[config.mk]
export PLATFORM = sky130hd
export DESIGN_NAME = layer_priority_mixer
export DESIGN_NICKNAME = d
export VERILOG_FILES = /design/src/lpm_pkg.sv /design/src/lpm_csr.sv /design/src/lpm_resolve.sv /design/src/layer_priority_mixer.sv
export SDC_FILE = /design/constraint.sdc
export NUM_CORES = 1
export LEC_CHECK = 0
export ABC_AREA = 1
export BUFFER_PORTS_ARGS = -buffer_cell sky130_fd_sc_hd__buf_4
export CAP_MARGIN = 20
export CORE_UTILIZATION = 40
export DETAILED_ROUTE_END_ITERATION = 8
export GPL_TIMING_DRIVEN = 0
export SYNTH_ARGS = -nofsm -noshare
export SYNTH_HDL_FRONTEND = slang
export SYNTH_SLANG_ARGS = --single-unit
[constraint.sdc]
create_clock -name clock -period 8.9 [get_ports clock]
set_clock_uncertainty 0.05 [all_clocks]
set_input_delay 0 -clock clock [delete_from_list [all_inputs] [get_ports clock]]
set_output_delay 0 -clock clock [all_outputs]
set_load 0.005 [all_outputs]
[src/lpm_pkg.sv]
// Shared types and constants for the layer priority mixer.
// Used by the register block, the resolver, the top level and the checker.
`timescale 1ns / 1ps

package lpm_pkg;

   localparam int NUM_LAYERS  = 5;
   localparam int LEVEL_W     = 6;
   localparam int PIX_W       = 9;
   localparam int LAYER_W     = 3;
   localparam int PAL_W       = 7;
   localparam int SHADOW_W    = 2;
   localparam int CSR_ADDR_W  = 5;
   localparam int CSR_DATA_W  = 32;
   localparam int REQ_TDATA_W = 64;
   localparam int RSP_TDATA_W = 32;

   // Register indexes, taken from paddr[4:2].
   localparam logic [2:0] REG_LEVELS     = 3'd0;
   localparam logic [2:0] REG_SHADOW     = 3'd1;
   localparam logic [2:0] REG_BANKS_LOW  = 3'd2;
   localparam logic [2:0] REG_BANKS_HIGH = 3'd3;
   localparam logic [2:0] REG_OPACITY    = 3'd4;
   localparam logic [2:0] REG_SRC_ENABLE = 3'd5;

   localparam logic [5:0] LEVEL_MAX = 6'h3F;

   // Shadow select codes.
   localparam logic [1:0] SHADOW_NONE = 2'd0;
   localparam logic [1:0] SHADOW_SEL1 = 2'd1;
   localparam logic [1:0] SHADOW_SEL2 = 2'd2;
   localparam logic [1:0] SHADOW_SEL3 = 2'd3;

   // Layer codes.
   localparam logic [2:0] LAYER0 = 3'd0;
   localparam logic [2:0] LAYER1 = 3'd1;
   localparam logic [2:0] LAYER2 = 3'd2;
   localparam logic [2:0] LAYER3 = 3'd3;
   localparam logic [2:0] LAYER4 = 3'd4;

   // One request, last field in the lowest bits.
   typedef struct packed {
      logic [1:0] shadow_select;
      logic [5:0] ext_priority2;
      logic [5:0] ext_priority1;
      logic [5:0] ext_priority0;
      logic [7:0] layer4_pixel;
      logic [7:0] layer3_pixel;
      logic [8:0] layer2_pixel;
      logic [8:0] layer1_pixel;
      logic [8:0] layer0_pixel;
   } req_type;

   // One result, last field in the lowest bits.
   typedef struct packed {
      logic [1:0] shadow_out;
      logic [6:0] palette_offset;
      logic [5:0] top_priority;
      logic [8:0] top_pixel;
      logic [2:0] top_layer;
   } rsp_type;

   // Configuration seen by the resolver.
   typedef struct packed {
      logic [29:0] levels;
      logic [17:0] shadow_levels;
      logic [5:0]  banks_low;
      logic [5:0]  banks_high;
      logic [5:0]  opacity_swap;
      logic [2:0]  src_enable;
   } cfg_type;

endpackage

[src/lpm_csr.sv]
// APB-style configuration registers of the layer priority mixer.
// Depends on lpm_pkg for register indexes and the configuration struct.
`timescale 1ns / 1ps

module lpm_csr (
   input  logic                              clock,
   input  logic                              reset,
   input  logic                              csr_psel,
   input  logic                              csr_penable,
   input  logic                              csr_pwrite,
   input  logic [lpm_pkg::CSR_ADDR_W-1:0]    csr_paddr,
   input  logic [lpm_pkg::CSR_DATA_W-1:0]    csr_pwdata,
   output logic [lpm_pkg::CSR_DATA_W-1:0]    csr_prdata,
   output logic                              csr_pready,
   output lpm_pkg::cfg_type                  cfg
);

   lpm_pkg::cfg_type cfg_ff;
   lpm_pkg::cfg_type cfg_in;
   logic [2:0]       reg_index;
   logic             wr_en;

   assign csr_pready = 1'b1;
   assign reg_index  = csr_paddr[4:2];
   assign wr_en      = csr_psel && csr_penable && csr_pwrite;

   // Next register contents; writes to unused indexes are dropped.
   always_comb begin
      cfg_in = cfg_ff;
      if (wr_en) begin
         case (reg_index)
            lpm_pkg::REG_LEVELS:     cfg_in.levels        = csr_pwdata[29:0];
            lpm_pkg::REG_SHADOW:     cfg_in.shadow_levels = csr_pwdata[17:0];
            lpm_pkg::REG_BANKS_LOW:  cfg_in.banks_low     = csr_pwdata[5:0];
            lpm_pkg::REG_BANKS_HIGH: cfg_in.banks_high    = csr_pwdata[5:0];
            lpm_pkg::REG_OPACITY:    cfg_in.opacity_swap  = csr_pwdata[5:0];
            lpm_pkg::REG_SRC_ENABLE: cfg_in.src_enable    = csr_pwdata[2:0];
            default: ;
         endcase
      end
   end

   always_ff @(posedge clock) begin
      if (reset) begin
         cfg_ff.levels        <= '1;
         cfg_ff.shadow_levels <= '0;
         cfg_ff.banks_low     <= '0;
         cfg_ff.banks_high    <= '0;
         cfg_ff.opacity_swap  <= '0;
         cfg_ff.src_enable    <= '0;
      end else begin
         cfg_ff <= cfg_in;
      end
   end

   // Read back.
   always_comb begin
      case (reg_index)
         lpm_pkg::REG_LEVELS:     csr_prdata = {2'b0, cfg_ff.levels};
         lpm_pkg::REG_SHADOW:     csr_prdata = {14'b0, cfg_ff.shadow_levels};
         lpm_pkg::REG_BANKS_LOW:  csr_prdata = {26'b0, cfg_ff.banks_low};
         lpm_pkg::REG_BANKS_HIGH: csr_prdata = {26'b0, cfg_ff.banks_high};
         lpm_pkg::REG_OPACITY:    csr_prdata = {26'b0, cfg_ff.opacity_swap};
         lpm_pkg::REG_SRC_ENABLE: csr_prdata = {29'b0, cfg_ff.src_enable};
         default:                 csr_prdata = '0;
      endcase
   end

   assign cfg = cfg_ff;

endmodule

[src/lpm_resolve.sv]
// Combinational priority resolution for one pixel of five layers.
// Depends on lpm_pkg for the request, result and configuration structs.
`timescale 1ns / 1ps

module lpm_resolve (
   input  lpm_pkg::req_type req,
   input  lpm_pkg::cfg_type cfg,
   output lpm_pkg::rsp_type rsp
);

   logic [8:0] pix   [lpm_pkg::NUM_LAYERS];
   logic [5:0] pri   [lpm_pkg::NUM_LAYERS];
   logic [2:0] order [lpm_pkg::NUM_LAYERS];
   logic       opaque [lpm_pkg::NUM_LAYERS];
   logic [2:0] win;
   logic [5:0] thresh;
   logic [6:0] pal_offset;

   // Pixel codes, widened to a common width.
   always_comb begin
      pix[0] = req.layer0_pixel;
      pix[1] = req.layer1_pixel;
      pix[2] = req.layer2_pixel;
      pix[3] = {1'b0, req.layer3_pixel};
      pix[4] = {1'b0, req.layer4_pixel};
   end

   // Effective priorities: layers 0-2 take the external value unless enabled.
   always_comb begin
      pri[0] = cfg.src_enable[0] ? cfg.levels[5:0]   : req.ext_priority0;
      pri[1] = cfg.src_enable[1] ? cfg.levels[11:6]  : req.ext_priority1;
      pri[2] = cfg.src_enable[2] ? cfg.levels[17:12] : req.ext_priority2;
      pri[3] = cfg.levels[23:18];
      pri[4] = cfg.levels[29:24];
   end

   // Opacity: low nibble, or the whole low byte when the layer's mode bit is set.
   always_comb begin
      for (int l = 0; l < lpm_pkg::NUM_LAYERS; l++) begin
         if (cfg.opacity_swap[l]) begin
            opaque[l] = (pix[l][7:0] != 8'h0);
         end else begin
            opaque[l] = (pix[l][3:0] != 4'h0);
         end
      end
   end

   // Position order; the first two positions exchange under the swap rule.
   always_comb begin
      order[0] = lpm_pkg::LAYER0;
      order[1] = lpm_pkg::LAYER1;
      order[2] = lpm_pkg::LAYER2;
      order[3] = lpm_pkg::LAYER3;
      order[4] = lpm_pkg::LAYER4;
      if (cfg.opacity_swap[5] && (pri[1] < pri[0])) begin
         order[0] = lpm_pkg::LAYER1;
         order[1] = lpm_pkg::LAYER0;
      end
   end

   // Winner: lowest priority among opaque layers, earlier position on ties.
   // With nothing opaque, the highest priority wins, later position on ties.
   always_comb begin
      logic       found;
      logic [2:0] l;
      found = 1'b0;
      win   = order[0];
      for (int k = 0; k < lpm_pkg::NUM_LAYERS; k++) begin
         l = order[k];
         if (opaque[l] && (!found || (pri[l] < pri[win]))) begin
            win   = l;
            found = 1'b1;
         end
      end
      if (!found) begin
         win = order[0];
         for (int k = 0; k < lpm_pkg::NUM_LAYERS; k++) begin
            l = order[k];
            if (pri[l] >= pri[win]) begin
               win = l;
            end
         end
      end
   end

   // Palette offset of the winning layer.
   always_comb begin
      case (win)
         lpm_pkg::LAYER0: pal_offset = {cfg.banks_low[1:0], 5'b0};
         lpm_pkg::LAYER1: pal_offset = {cfg.banks_low[3:2], 5'b0};
         lpm_pkg::LAYER2: pal_offset = {cfg.banks_low[5:4], 5'b0};
         lpm_pkg::LAYER3: pal_offset = {cfg.banks_high[2:0], 4'b0};
         lpm_pkg::LAYER4: pal_offset = {cfg.banks_high[5:3], 4'b0};
         default:         pal_offset = '0;
      endcase
   end

   // Shadow threshold picked by the shadow select.
   always_comb begin
      case (req.shadow_select)
         lpm_pkg::SHADOW_NONE: thresh = lpm_pkg::LEVEL_MAX;
         lpm_pkg::SHADOW_SEL1: thresh = cfg.shadow_levels[5:0];
         lpm_pkg::SHADOW_SEL2: thresh = cfg.shadow_levels[11:6];
         lpm_pkg::SHADOW_SEL3: thresh = cfg.shadow_levels[17:12];
         default:              thresh = lpm_pkg::LEVEL_MAX;
      endcase
   end

   assign rsp.top_layer      = win;
   assign rsp.top_pixel      = pix[win];
   assign rsp.top_priority   = pri[win];
   assign rsp.palette_offset = pal_offset;
   assign rsp.shadow_out     = (pri[win] < thresh) ? req.shadow_select : lpm_pkg::SHADOW_NONE;

endmodule

[src/layer_priority_mixer.sv]
// Top level of the five-layer priority mixer: request register, resolver, result register.
// Depends on lpm_pkg, lpm_csr and lpm_resolve.
`timescale 1ns / 1ps

// Each request carries one pixel from each of five layers and returns one result naming the
// winning layer, its pixel, priority, palette offset and shadow. A request is taken in every
// cycle unless the result register is held by rsp_tready and the request register is full; the
// request passes through the request register and then the result register, and while a result
// waits for rsp_tready the request side keeps accepting only into an empty request register.
// Configuration is written through the APB-style port at byte addresses 0 to 20 and should change
// only while no request is in flight.
module layer_priority_mixer (
   input  logic                              clock,
   input  logic                              reset,
   // Request channel.
   input  logic                              req_tvalid,
   output logic                              req_tready,
   // From bit 0: layer0_pixel[8:0], layer1_pixel[17:9], layer2_pixel[26:18],
   // layer3_pixel[34:27], layer4_pixel[42:35], ext_priority0[48:43],
   // ext_priority1[54:49], ext_priority2[60:55], shadow_select[62:61], unused[63].
   input  logic [lpm_pkg::REQ_TDATA_W-1:0]   req_tdata,
   // Result channel.
   output logic                              rsp_tvalid,
   input  logic                              rsp_tready,
   // From bit 0: top_layer[2:0], top_pixel[11:3], top_priority[17:12],
   // palette_offset[24:18], shadow_out[26:25], zeros[31:27].
   output logic [lpm_pkg::RSP_TDATA_W-1:0]   rsp_tdata,
   // Configuration port.
   input  logic                              csr_psel,
   input  logic                              csr_penable,
   input  logic                              csr_pwrite,
   input  logic [lpm_pkg::CSR_ADDR_W-1:0]    csr_paddr,
   input  logic [lpm_pkg::CSR_DATA_W-1:0]    csr_pwdata,
   output logic [lpm_pkg::CSR_DATA_W-1:0]    csr_prdata,
   output logic                              csr_pready
);

   lpm_pkg::cfg_type cfg;
   lpm_pkg::req_type req_ff;
   lpm_pkg::req_type req_in;
   lpm_pkg::rsp_type rsp_ff;
   lpm_pkg::rsp_type rsp_in;
   lpm_pkg::rsp_type rsp_calc;
   logic             req_valid_ff;
   logic             req_valid_in;
   logic             rsp_valid_ff;
   logic             rsp_valid_in;
   logic             rsp_advance;

   lpm_csr u_csr (
      .clock       (clock),
      .reset       (reset),
      .csr_psel    (csr_psel),
      .csr_penable (csr_penable),
      .csr_pwrite  (csr_pwrite),
      .csr_paddr   (csr_paddr),
      .csr_pwdata  (csr_pwdata),
      .csr_prdata  (csr_prdata),
      .csr_pready  (csr_pready),
      .cfg         (cfg)
   );

   lpm_resolve u_resolve (
      .req (req_ff),
      .cfg (cfg),
      .rsp (rsp_calc)
   );

   // The result register takes a new value when it is empty or being drained.
   assign rsp_advance = !rsp_valid_ff || rsp_tready;
   assign req_tready  = !req_valid_ff || rsp_advance;

   // Next state of both stages.
   always_comb begin
      req_valid_in = req_valid_ff;
      rsp_valid_in = rsp_valid_ff;
      req_in       = req_ff;
      rsp_in       = rsp_ff;
      if (req_tready) begin
         req_valid_in = req_tvalid;
         req_in       = lpm_pkg::req_type'(req_tdata[$bits(lpm_pkg::req_type)-1:0]);
      end
      if (rsp_advance) begin
         rsp_valid_in = req_valid_ff;
         rsp_in       = rsp_calc;
      end
   end

   // Valid flags are reset; payload registers are not.
   always_ff @(posedge clock) begin
      if (reset) begin
         req_valid_ff <= 1'b0;
         rsp_valid_ff <= 1'b0;
      end else begin
         req_valid_ff <= req_valid_in;
         rsp_valid_ff <= rsp_valid_in;
      end
   end

   always_ff @(posedge clock) begin
      req_ff <= req_in;
      rsp_ff <= rsp_in;
   end

   assign rsp_tvalid = rsp_valid_ff;
   assign rsp_tdata  = {{(lpm_pkg::RSP_TDATA_W - $bits(lpm_pkg::rsp_type)){1'b0}}, rsp_ff};

endmodule

### Word-level counts from Yosys, hierarchy flattened

Cells that the tools add are included.

| cells by class | value |
|---|---|
| add/sub/neg operators | 0 |
| multiply operators | 0 |
| div/mod/pow operators | 0 |
| order comparisons | 20 |
| eq/ne operators | 12 |
| shifts and indexed selects | 0 |
| mux-type cells | 69 |
| bitwise logic cells | 10 |
| reductions and logical operators | 38 |

Operators with widths:

| kind | count |
|---|---|
| 6-bit binary-select mux with 3-bit select | 10 |
| 30-bit one-hot mux with 6 select lines | 1 |
| 6-bit two-way mux | 23 |
| 4-bit >= comparator, second input constant | 10 |
| 8-bit nonzero test | 5 |
| 3-bit two-way mux | 13 |
| 6-bit < comparator | 6 |
| 3-bit NOT with 4-bit output | 9 |
| 7-bit one-hot mux with 5 select lines | 1 |
| 9-bit binary-select mux with 3-bit select | 1 |
| 6-bit >= comparator | 4 |
| 6-bit one-hot mux with 4 select lines | 1 |
| 4-bit nonzero test | 5 |
| 9-bit two-way mux | 2 |
| 1-bit two-way mux | 14 |
| 3-bit by 2-bit equality test with 1-bit output, second input constant | 4 |
| 2-bit AND reduction | 6 |
| 3-bit equality test, second input constant | 3 |
| 1-bit logical AND | 7 |
| 1-bit binary-select mux with 3-bit select | 2 |
| 3-bit by 1-bit equality test with 1-bit output, second input constant | 2 |
| 1-bit logical NOT | 6 |
| 3-bit logical NOT | 2 |
| 1-bit logical OR | 6 |
| 5 further kinds | 6 |

| word-level totals | value |
|---|---|
| flip-flop bits (word level) | 161 |
| bits in latches | 0 |
| memory bits (writable) | 0 |
| memory bits (read-only) | 0 |
| input bits | 108 |
| output and inout bits | 67 |
| logic and storage cells | 171 |
| memories kept | 0 |

### Longest topological paths before layout

Gate-level depths: netlist of run 1.

| depth | value |
|---|---|
| word-level depth | 71 |
| mapped depth | 64 |
| gate-level depth less buffers | 63 |

### By module

From an unflattened synthesis of run 1, not the netlist that was laid out.

| second synthesis, totals | value |
|---|---|
| cells, all modules | 1,241 |
| area, all modules | 9,479.1 sq um |

Modules (own cells, without submodules):

| module | instances | cells each | area each (sq um) |
|---|---|---|---|
| lpm_csr | 1 | 525 | 3,337.0 |
| lpm_resolve | 1 | 611 | 3,323.2 |
| layer_priority_mixer | 1 | 105 | 2,819.0 |

### Least setup slack after synthesis of run 1

OpenSTA, ideal clock, no wires.

| timing path | value |
|---|---|
| path type | reg2reg |
| start point | register u_csr.cfg_ff (netlist bit u_csr.cfg[1]) |
| end point | register rsp_ff (netlist bit rsp_tdata[25]) (data pin) |
| library setup time | 0.138 ns |
| data arrival time | 8.009 ns |
| path slack | 0.703 ns |
| cell stages (with the launch flop) | 55 |
| clock period less this slack | 8.197 ns |
| path through | dfxtp_1 > inv_1 > buf_4 > nand2_1 > o21ai_1 > ha_1 > nand2_1 > inv_1 > nand2_1 > nand2_1 > nor2_2 > nor2_1 > nand2_1 > nand2_1 > nand2_2 > a31oi_1 > or2_2 > nand2_1 > (+19 left out) > inv_1 > nor2_1 > o211ai_1 > and3_1 > nand3_1 > inv_1 > a21oi_2 > buf_4 > nand2_2 > o22ai_1 > o21ai_0 > o221ai_1 > ha_1 > a21oi_1 > nor2_1 > a211oi_1 > nand2_1 > nor2_1 |

RTL lines:

| element | RTL line | source |
|---|---|---|
| from (decl) | lpm_csr.sv:18 | `lpm_pkg::cfg_type cfg_ff;` |
| from (signal assigned) | lpm_csr.sv:52 | `cfg_ff <= cfg_in;` |
| to (signal assigned) | layer_priority_mixer.sv:102 | `rsp_ff <= rsp_in;` |
| to (decl) | layer_priority_mixer.sv:41 | `lpm_pkg::rsp_type rsp_ff;` |

==> impl_results.md, run 1 <==
* Outcome: completed
* Worst r2r src: u_csr.cfg[1]
* Met1 GRT Util at 37.92%
* Layout cells sized above 1 at 22.82%
* Die area at 22230 um^2
* CTS tree: yes
* Final core occ at 58.54%
* Final setup viols at 0
* GRT met3 Usage at 4.557%
* Tcrit/Tclk final at 94.31%
* CTS Root Cell: clkbuf_16
* Crit-path slowest cell: a2111oi_4
* Cells on worst reg2reg path at 51
* CP Class: reg -> reg
* Remaining DRCs at 0
* First-pass GRT wire length at 47480 um
* Top-area cell type share of the netlist area at 29.84%
* ANT nets after route at 0
* Area growth from synthesis to layout at 42.63%
* Multi-input gate area at 4247 um^2
* Storage cell area at 4009 um^2
* Met2 Usage GRT at 46.88%
* Commonest cells after routing, fill and taps aside: 215 x nand2_1, 190 x buf_4, 131 x inv_1, 110 x o21ai_0, 97 x dlygate4sd3_1
* Post-synth top flop: edfxtp_1
* Post-Route WL at 31540 um
* Tot Pwr at 0.003119 W
* Req. time, crit path at 9.14 ns
* Worst-path maximum fanout at 10
* DR iter-0 viols at 707
* Critical path capture point type: flop
* Highest Clock Rate at 0.1191 GHz
* Minimum clock period at 8.394 ns
* Switching power at 0.001274 W
* Row count at 53
* Arr. time, crit path at 8.64 ns
* Yosys top cell by area: edfxtp_1
* Core area at 21090 um^2
* Synth unique cells at 45
* Slew HR at 24.52%
* Die X at 149.1 um
* Top Usage Layer GRT: met2
* IO Port Bufs at 157
* Lkg Pwr at 5.655 nW
* Synthesized area at 8656 um^2
* Commonest non-fill, non-tap cell in the layout: nand2_1
* HP Class: in -> reg
* Final Hold Fails at 0
* Placed cell areas at 10280 um^2
* Total CTS buffers at 17
* Max Cap Violations at 0
* Asr flop ratio synth at 0%
* Critical Path Source Type: flop
* Pre-antenna DRT Iters at 5
* Area contributors post-synth: edfxtp_1 30%, dfxtp_1 16%, nand2_1 9.8%
* Critical Path Start: u_csr.cfg[1]
* Initial core utilization at 41.05%
* WL per Instance at 18.94 um
* Pwr dens at 252.6 nW/um^2
* Initial antenna violation count at 0
* Sink Count at 157
* DP HPWL at 23110 um
* Worst setup path endpoint: rsp_tdata[25]
* Yosys warns at 0
* Placer Congestion at 0.9639
* Worst slew pin tran at 1.120 ns
* Register area share after synthesis at 46.26%
* Post-Syn Area per Cell at 8.059 um^2
* WHS at 0.1165 ns
* Cell Int Power at 0.001845 W
* Number of synthesized flops with an enable pin at 86
* I/O Pins at 175
* Drt via density at 5.274
* RSZ-0062 raised after global routing: false
* Finished Cell Area at 12350 um^2
* Cell mode on critical path: nand2_1
* HP Start: csr_paddr[2]
* CP peak stage delay at 0.42 ns
* Slew Viols, Final at 0
* Seq cells post-synth at 157
* Clk pin slew, worst setup/hold paths at 0.07 ns
* Vias in the first global route at 8518
* Cell count after synthesis at 1074
* CTS Buffer Depth at 2
* Largest net degree at the start of global routing at 56
* # nets final at 1528
* Vias at 8782
* Gr ovfl total at 0
* GR Util All Layers at 28.68%
* R2r setup slk at 0.51 ns
* Post-route setup TNS at 0 ns
* Clock share of power at 23.4%
* Die height at 149.1 um
* Comb pwr share at 47.7%
* Switching share of power at 40.84%
* Worst R2R End: rsp_tdata[25]
* VDD IR-drop max at 0.1310 mV
* Flop pwr share at 28.9%
* Clk_lat worst skew at 0.44 ns
* H-tree depth at 4
* FILL cells at 1962
-- synth_stat cells, types with 6 or more instances --
cell type and instances:
o211ai_1 6, nor2_1 84, buf_4 16, o21ai_1 6, inv_1 135, nand2_1 225
nand3_1 39, ha_1 44, clkbuf_1 23, o21ai_0 123, a21oi_1 82, o221ai_1 6
o22ai_1 29, dfxtp_1 71, nand4_1 10, nand2_2 14, edfxtp_1 86, nor4_1 9
-- kinds of logic (layout without fill, tap and decap cells) --
kind of cell / Yosys count / count (layout) / share of synthesized area [%]
simple gates: 398 / 398 / 19.66
compound gates: 283 / 283 / 18.37
buf+inv: 190 / 495 / 9.266
flops: 157 / 157 / 46.26
fa+ha+maj: 44 / 44 / 6.360
other cells: 2 / 13 / 0.08676
-- critical path, delay by kind of cell, from the launching register on --
kind / cells / cell delay [ns]
AOI/OAI and AO/OA: 17 / 2.60
adders and majority gates: 5 / 1.48
buffers and inverters: 8 / 1.10
DFF: 1 / 0.39
and+or+nand+nor: 21 / 2.67
-- how the worst min path moves through the flow --
stage	to	slack, ns	cells after the start
5_1_grt	u_csr.cfg[2]	0.17	6
4_1_cts	u_csr.cfg[20]	0.10	6
3_3_place_gp	req_ff[57]	0.13	1
2_1_floorplan	req_ff[0]	0.05	0
3_5_place_dp	req_ff[57]	0.13	1
6_report	u_csr.cfg[20]	0.12	6
-- layout make-up --
| cell class | count | share of cell area, % |
|---|---|---|
| Sequential cell | 157 | 32.47 |
| Tap cell | 275 | 2.787 |
| Clock inverter | 14 | 1.125 |
| Antenna cell | 1 | 0.02027 |
| Multi-Input combinational cell | 737 | 34.40 |
| Timing Repair Buffer | 274 | 18.93 |
| Inverter | 140 | 4.277 |
| Clock buffer | 18 | 3.557 |
| Buffer | 49 | 2.432 |
-- per-layer routing --
metal,wire length [um],up-vias
met3,2167,71
met4,1001,0
met1,13420,4111
li1,-,4256
met5,0,-
met2,14950,344
-- state kept, by name, summed over array words and instances, names as in the netlist --
signal / flops
rsp_tvalid: 1
u_csr.cfg: 69
req_valid_ff: 1
req_ff: 63
rsp_tdata: 23
-- power by group through the flow --
| stage | logic (W) | registers (W) | clock network (W) |
|---|---|---|---|
| floorplan | 0.000765 | 0.000914 | 0 |
| global placement | 0.00118 | 0.000918 | 0 |
| detailed placement | 0.00120 | 0.000918 | 0 |
| CTS | 0.00127 | 0.000903 | 0.000737 |
| global route | 0.00164 | 0.000908 | 0.000769 |
| finish | 0.00149 | 0.000902 | 0.000731 |
-- repair_timing --
action                                  in CTS  in global routing
endpoints found under the setup margin      21                 18
pin swaps                                    0                 13
hold buffers                                97                  0
endpoints found under the hold margin      142                  0
cloned                                       1                  0
setup buffers                                1                 16
resized for setup                           23                 77
-- stage by stage --
step,std cells,setup WS [ns]
2_1_floorplan,1084,0.7029
3_3_place_gp,1516,-1.422
3_5_place_dp,1518,-1.335
4_1_cts,1648,0.01163
5_1_grt,1664,0.01336
6_report,1665,0.5062
No activity file was read; power rests on OpenSTA's default activity.
==> run 2, diff against run 1 <==
--- a/config.mk
+++ b/config.mk
@@ -8,6 +8,7 @@
 export ABC_AREA = 1
 export BUFFER_PORTS_ARGS = -buffer_cell sky130_fd_sc_hd__buf_4
 export CAP_MARGIN = 20
+export CORE_ASPECT_RATIO = 1.5
 export CORE_UTILIZATION = 40
 export DETAILED_ROUTE_END_ITERATION = 8
 export GPL_TIMING_DRIVEN = 0
==> impl_results.md, run 2 (synthesis results as in run 1) <==
* FILL cells at 1970 (was 1962)
* IO Port Bufs at 157 (unchanged)
* Met1 GRT Util at 30.03% (was 37.92%)
* Layout cells sized above 1 at 22.21% (was 22.82%)
* Post-Route WL at 31600 um (was 31540 um)
* Initial core utilization at 40.93% (was 41.05%)
* CP peak stage delay at 0.47 ns (was 0.42 ns)
* Multi-input gate area at 4185 um^2 (was 4247 um^2)
* Pwr dens at 251.0 nW/um^2 (was 252.6 nW/um^2)
* HP Class: in -> reg (unchanged)
* Sink Count at 157 (unchanged)
* Critical path capture point type: flop (unchanged)
* Worst slew pin tran at 1.025 ns (was 1.120 ns)
* Area growth from synthesis to layout at 41.49% (was 42.63%)
* Remaining DRCs at 0 (unchanged)
* Largest net degree at the start of global routing at 61 (was 56)
* Highest Clock Rate at 0.1197 GHz (was 0.1191 GHz)
* Crit-path slowest cell: a2111oi_4 (unchanged)
* I/O Pins at 175 (unchanged)
* First-pass GRT wire length at 46660 um (was 47480 um)
* Vias at 8781 (was 8782)
* Row count at 65 (was 53)
* Storage cell area at 4009 um^2 (unchanged)
* CP Class: reg -> reg (unchanged)
* Final setup viols at 0 (unchanged)
* Cell Int Power at 0.001894 W (was 0.001845 W)
* Worst-path maximum fanout at 10 (unchanged)
* Hold depth at 6 (unchanged)
* CTS Root Cell: clkbuf_16 (unchanged)
* Switching share of power at 38.39% (was 40.84%)
* Outcome: completed (unchanged)
* Cells on worst reg2reg path at 54 (was 51)
* Largest register FFs at 69 (unchanged)
* Clk pin slew, worst setup/hold paths at 0.07 ns (about the same)
* Max Cap Violations at 0 (unchanged)
* Worst path bufs/invs at 11 (was 8)
* Die area at 22240 um^2 (was 22230 um^2)
* Pre-antenna DRT Iters at 7 (was 5)
* HP Start: csr_paddr[3] (was csr_paddr[2])
* DR iter-0 viols at 545 (was 707)
* ANT nets after route at 0 (unchanged)
* Crit path max-delay family: simple AND/OR/NAND/NOR gates (unchanged)
* Drt via density at 5.306 (was 5.274)
* Post-route setup TNS at 0 ns (unchanged)
* Die X at 122.1 um (was 149.1 um)
* Placer Congestion at 0.9391 (was 0.9639)
* Worst R2R End: rsp_tdata[25] (unchanged)
* Tcrit/Tclk final at 93.90% (was 94.31%)
* Lkg Pwr at 5.620 nW (was 5.655 nW)
* Critical Path Source Type: flop (unchanged)
* Clock share of power at 24.6% (was 23.4%)
* Slew Viols, Final at 0 (unchanged)
* Final core occ at 57.92% (was 58.54%)
* Worst r2r src: u_csr.cfg[1] (unchanged)
* Met2 Usage GRT at 53.45% (was 46.88%)
* DP HPWL at 23420 um (was 23110 um)
* GR Util All Layers at 28.81% (was 28.68%)
* Flop pwr share at 29.3% (was 28.9%)
* Switching power at 0.001180 W (was 0.001274 W)
* Worst Hold End: u_csr.cfg[0] (was u_csr.cfg[20])
* Number of antenna repair diodes at 0 (was 1)
* Final Hold Fails at 0 (unchanged)
* R2r setup slk at 0.54 ns (was 0.51 ns)
* Cell mode on critical path: nand2_1 (unchanged)
* Slew HR at 31.50% (was 24.52%)
* Total CTS buffers at 17 (unchanged)
* CP Depth at 54 (was 51)
* Commonest cells after routing, fill and taps aside: 217 x nand2_1, 190 x buf_4, 133 x inv_1, 112 x o21ai_0, 96 x dlygate4sd3_1 (was 215 x nand2_1, 190 x buf_4, 131 x inv_1, 110 x o21ai_0, 97 x dlygate4sd3_1)
* GRT met3 Usage at 4.406% (was 4.557%)
* Req. time, crit path at 9.15 ns (was 9.14 ns)
* Gr ovfl total at 0 (unchanged)
* Minimum clock period at 8.357 ns (was 8.394 ns)
* Comb pwr share at 46.1% (was 47.7%)
* Initial antenna violation count at 0 (unchanged)
* Die height at 182.2 um (was 149.1 um)
* WL per Instance at 19.09 um (was 18.94 um)
* # nets final at 1526 (was 1528)
* CTS Buffer Depth at 2 (unchanged)
* Core area at 21150 um^2 (was 21090 um^2)
* H-tree depth at 4 (unchanged)
* Arr. time, crit path at 8.61 ns (was 8.64 ns)
* Top Usage Layer GRT: met2 (unchanged)
* Commonest non-fill, non-tap cell in the layout: nand2_1 (unchanged)
* Vias in the first global route at 8554 (was 8518)
* VDD IR-drop max at 0.2113 mV (was 0.1310 mV)
* Clk_lat worst skew at 0.44 ns (about the same)
* CTS tree: yes (unchanged)
-- run 2: changes by cell type in the layout (fill, tap and decap cells not counted), sizes merged, moves of 2 or more --
cell,delta
clkbuf,-2
bufinv,+3
inv,-7
clkinvlp,+2
-- run 2: power by group through the flow --
stage / sequential, W / combinational, W / clock (W)
3_5_place_dp: 0.000916 / 0.00117 / 0
3_3_place_gp: 0.000916 / 0.00116 / 0
2_1_floorplan: 0.000914 / 0.000765 / 0
6_report: 0.000901 / 0.00142 / 0.000757
5_1_grt: 0.000908 / 0.00155 / 0.000793
4_1_cts: 0.000901 / 0.00123 / 0.000764
-- run 2: metal layers --
metal / vias up / share of wire, % / routed length (um)
li1: 4250 / - / -
met1: 4095 / 36 / 11500
met2: 347 / 53 / 16820
met3: 89 / 5.1 / 1605
met4: 0 / 5.3 / 1670
met5: - / 0 / 0
-- run 2: cell type report --
| class | count | share of cell area, % |
|---|---|---|
| repair buffers | 271 | 18.72 |
| clock buffers | 19 | 3.535 |
| clock inverters | 13 | 1.359 |
| inverters | 140 | 4.311 |
| plain buffers | 49 | 2.432 |
| flip-flops and latches | 157 | 32.73 |
| multi-input cells | 738 | 34.17 |
| well taps | 268 | 2.738 |
-- run 2: worst max-delay path by stage --
stage | startpoint | end | slack [ns]
after floorplan | u_csr.cfg[1] | rsp_tdata[25] | 0.70
after global placement | req_ff[48] | rsp_tdata[25] | -1.30
after detailed placement | req_ff[48] | rsp_tdata[25] | -1.35
after CTS | u_csr.cfg[0] | rsp_tdata[25] | 0.002
after global routing | u_csr.cfg[1] | rsp_tdata[25] | -0.06
final | u_csr.cfg[1] | rsp_tdata[25] | 0.54
-- run 2: worst min-delay path, stage by stage --
cell     delay (ns)
buf_4          0.10
nor3_1         0.09
inv_1          0.10
nor2_1         0.04
inv_1          0.16
a21oi_1        0.10
-- run 2: repair_timing --
action,4_1_cts,5_1_grt
pin swaps,0,17
gates cloned,1,1
endpoints found under the setup margin,21,9
hold endpoints to repair,138,0
setup buffers,0,16
hold buffers,96,0
resized for setup,24,65
-- run 2: per-stage QoR --
step                      std cells  area [um^2]  power (W)  setup slack, ns  hold WS, ns
after global placement         1509        10210   0.002075           -1.299       0.1278
after CTS                      1638        11880   0.002897         0.001731       0.1084
after floorplan                1084         8693   0.001679           0.7029      0.04887
after detailed placement       1510        10250   0.002087           -1.348       0.1294
final                          1655        12250   0.003074           0.5425       0.1435
after global routing           1655        12250   0.003254         -0.06425       0.1608
==> run 3, diff against run 2 <==
--- a/config.mk
+++ b/config.mk
@@ -12,6 +12,8 @@
 export CORE_UTILIZATION = 40
 export DETAILED_ROUTE_END_ITERATION = 8
 export GPL_TIMING_DRIVEN = 0
+export RECOVER_POWER = 100
 export SYNTH_ARGS = -nofsm -noshare
 export SYNTH_HDL_FRONTEND = slang
+export SYNTH_HIERARCHICAL = 1
 export SYNTH_SLANG_ARGS = --single-unit
==> impl_results.md, run 3 <==
* Commonest non-fill, non-tap cell in the layout: nand2_1 (unchanged)
* Post-synth top flop: edfxtp_1 (unchanged)
* Final setup viols at 0 (unchanged)
* Initial core utilization at 40.96% (was 40.93%)
* Initial antenna violation count at 0 (unchanged)
* R2r setup slk at 0.45 ns (was 0.54 ns)
* WL per Instance at 17.16 um (was 19.09 um)
* CTS tree: yes (unchanged)
* Met1 GRT Util at 30.00% (was 30.03%)
* Largest net degree at the start of global routing at 57 (was 61)
* Hold depth at 6 (unchanged)
* Yosys top cell by area: edfxtp_1 (unchanged)
* Sink Count at 161 (was 157)
* Critical path capture point type: flop (unchanged)
* Slew Viols, Final at 86 (was 0)
* Slew HR at -106.2% (was 31.50%)
* DR iter-0 viols at 561 (was 545)
* Critical Path Source Type: flop (unchanged)
* Placer Congestion at 0.9647 (was 0.9391)
* Cell mode on critical path: nand2_1 (unchanged)
* Met2 Usage GRT at 50.21% (was 53.45%)
* GRT met3 Usage at 3.311% (was 4.406%)
* First-pass GRT wire length at 48360 um (was 46660 um)
* # nets final at 1704 (was 1526)
* Tcrit/Tclk final at 94.93% (was 93.90%)
* CTS Buffer Depth at 2 (unchanged)
* PnR worst setup slack at 0.4514 ns (was 0.5425 ns)
* HP Class: in -> reg (unchanged)
* Synth unique cells at 51 (was 45)
* Remaining DRCs at 0 (unchanged)
* DP HPWL at 24380 um (was 23420 um)
* Total CTS buffers at 17 (unchanged)
* Area contributors post-synth: edfxtp_1 29%, nand2_1 15%, dfxtp_1 15% (was edfxtp_1 30%, dfxtp_1 16%, nand2_1 9.8%)
* Die X at 127.7 um (was 122.1 um)
* Number of synthesized flops with an enable pin at 90 (was 86)
* Lkg Pwr at 6.366 nW (was 5.620 nW)
* Synth cell count leaders: 381 x nand2_1, 153 x nor2_1, 132 x inv_1 (was 225 x nand2_1, 135 x inv_1, 123 x o21ai_0)
* Gr ovfl total at 0 (unchanged)
* H-tree depth at 4 (unchanged)
* Seq cells post-synth at 161 (was 157)
* Area growth from synthesis to layout at 37.71% (was 41.49%)
* Outcome: finished with violations (was completed)
* Register area share after synthesis at 43.51% (was 46.26%)
* Crit-path slowest cell: dfxtp_4 (was a2111oi_4)
* WHS at 0.05281 ns (was 0.1435 ns)
* Clk_lat worst skew at 0.44 ns (about the same)
* Worst slack, placed at -1.492 ns (was -1.348 ns)
* Worst Hold End: u_csr/cfg[35] (was u_csr.cfg[0])
* Cells on worst reg2reg path at 57 (was 54)
* Switching power at 0.001215 W (was 0.001180 W)
* Multi-input gate area at 4708 um^2 (was 4185 um^2)
* Yosys warns at 6 (was 0)
* Max Cap Violations at 2 (was 0)
* Pwr dens at 236.8 nW/um^2 (was 251.0 nW/um^2)
* Placed instance count at 1725 (was 1510)
* Minimum clock period at 8.449 ns (was 8.357 ns)
* Vias in the first global route at 8886 (was 8554)
* Highest Clock Rate at 0.1184 GHz (was 0.1197 GHz)
* ANT nets after route at 0 (unchanged)
* Switching share of power at 39.29% (was 38.39%)
* VDD IR-drop max at 0.1523 mV (was 0.2113 mV)
* Layout cells sized above 1 at 21.47% (was 22.21%)
* Cell count after synthesis at 1241 (was 1074)
* Arr. time, crit path at 8.69 ns (was 8.61 ns)
* Post-route setup TNS at 0 ns (unchanged)
* Clock share of power at 23.8% (was 24.6%)
* Worst R2R End: rsp_tdata[25] (unchanged)
* Top Usage Layer GRT: met2 (unchanged)
* Row count at 68 (was 65)
* Flop pwr share at 30.0% (was 29.3%)
* Top-area cell type share of the netlist area at 28.51% (was 29.84%)
* Core area at 23140 um^2 (was 21150 um^2)
* Pre-antenna DRT Iters at 6 (was 7)
* FILL cells at 2228 (was 1970)
* CP Class: reg -> reg (unchanged)
* Post-Route WL at 32300 um (was 31600 um)
* I/O Pins at 175 (unchanged)
* Top-count cell post-synth: nand2_1 (unchanged)
* CP peak stage delay at 0.42 ns (was 0.47 ns)
* Post-Syn Area per Cell at 7.638 um^2 (was 8.059 um^2)
* Fin cells at 1882 (was 1655)
* GR Util All Layers at 26.95% (was 28.81%)
* Cell Int Power at 0.001877 W (was 0.001894 W)
* Comb pwr share at 46.2% (was 46.1%)
* Failing checks: max-capacitance violations, max-slew violations
* Synthesized area at 9479 um^2 (was 8656 um^2)
* Vias at 9441 (was 8781)
* Worst slew pin tran at 3.092 ns (was 1.025 ns)
* Final Hold Fails at 0 (unchanged)
* Drt via density at 5.016 (was 5.306)
* Storage cell area at 4131 um^2 (was 4009 um^2)
* Clk pin slew, worst setup/hold paths at 0.06 ns (was 0.07 ns)
* Asr flop ratio synth at 0% (unchanged)
* Largest register FFs at 69 (unchanged)
* Worst-path maximum fanout at 10 (unchanged)
* Die area at 24330 um^2 (was 22240 um^2)
* Die height at 190.5 um (was 182.2 um)
* Req. time, crit path at 9.14 ns (was 9.15 ns)
* CTS Root Cell: clkbuf_16 (unchanged)
* Commonest cells after routing, fill and taps aside: 377 x nand2_1, 153 x nor2_1, 126 x inv_1, 114 x clkbuf_4, 97 x dlygate4sd3_1 (was 217 x nand2_1, 190 x buf_4, 133 x inv_1, 112 x o21ai_0, 96 x dlygate4sd3_1)
* IO Port Bufs at 160 (was 157)
* Worst r2r src: u_csr/cfg[1] (was u_csr.cfg[1])
* HP Start: csr_paddr[4] (was csr_paddr[3])
==> run 3: routing by layer <==
metal,vias to the layer above,wire length [um]
met1,4380,12200
li1,4672,-
met2,315,17410
met4,0,1215
met3,74,1480
met5,-,0
==> run 3: worst max path at each step <==
| stage | slack, ns | startpoint | depth (start not counted) | end |
|---|---|---|---|---|
| 5_1_grt | -0.03 | u_csr/cfg[1] | 55 | rsp_tdata[26] |
| 4_1_cts | 0.009 | u_csr/cfg[1] | 55 | rsp_tdata[25] |
| 6_report | 0.45 | u_csr/cfg[1] | 57 | rsp_tdata[25] |
| 2_1_floorplan | 0.71 | u_csr/cfg[1] | 51 | rsp_tdata[25] |
| 3_3_place_gp | -1.48 | u_csr/cfg[1] | 52 | rsp_tdata[26] |
| 3_5_place_dp | -1.49 | u_csr/cfg[1] | 52 | rsp_tdata[25] |
==> run 3: kinds of logic after synthesis <==
group	share of synthesized area (%)
AND/OR/NAND/NOR	31.81
AO/OA/AOI/OAI	9.372
other	0.1583
buffers and inverters	9.226
adder cells (fa/ha/maj)	5.808
multiplexers	0.1188
flip-flops	43.51
==> run 3: layout make-up <==
cell class                 instances  share of cell area, %
buffer                            51                  2.502
tap                              315                  3.019
clock inverter                    14                  1.189
antenna                            2                0.03834
multi-input combinational        893                  36.07
timing repair buffer             283                  17.91
sequential                       161                  31.65
clock buffer                      18                  3.288
inverter                         145                  4.332
==> run 3: through the flow <==
stage               instance area, um^2  utilization [%]  power [W]
finish                            13050            56.41   0.003092
global route                      13050            56.39   0.003276
CTS                               12750            55.10   0.002971
detailed placement                11140            48.15   0.002169
global placement                  11100            47.98   0.002150
floorplan                          9509                -   0.001732
==> run 3: power groups by stage <==
stage | Clock, W | Sequential (W) | Combinational, W
5_1_grt | 0.000779 | 0.000932 | 0.00157
6_report | 0.000737 | 0.000926 | 0.00143
3_3_place_gp | 0 | 0.000944 | 0.00121
4_1_cts | 0.000752 | 0.000929 | 0.00129
2_1_floorplan | 0 | 0.000937 | 0.000795
3_5_place_dp | 0 | 0.000944 | 0.00122
==> run 3: critical path, delay by kind of cell, from the launching register on <==
family | cells | cell delay [ns]
AO/OA/AOI/OAI | 14 | 2.21
adder cells (fa/ha/maj) | 5 | 1.43
buffers and inverters | 11 | 1.24
flip-flops | 1 | 0.42
AND/OR/NAND/NOR | 27 | 2.96
==> run 3: repair_timing <==
item / in CTS / in global routing
pin swaps: 0 / 24
cloned: 0 / 2
endpoints found under the setup margin: 21 / 8
gates resized for setup: 16 / 71
setup buffers: 0 / 25
hold endpoints to repair: 133 / 0
hold buffers: 97 / 0
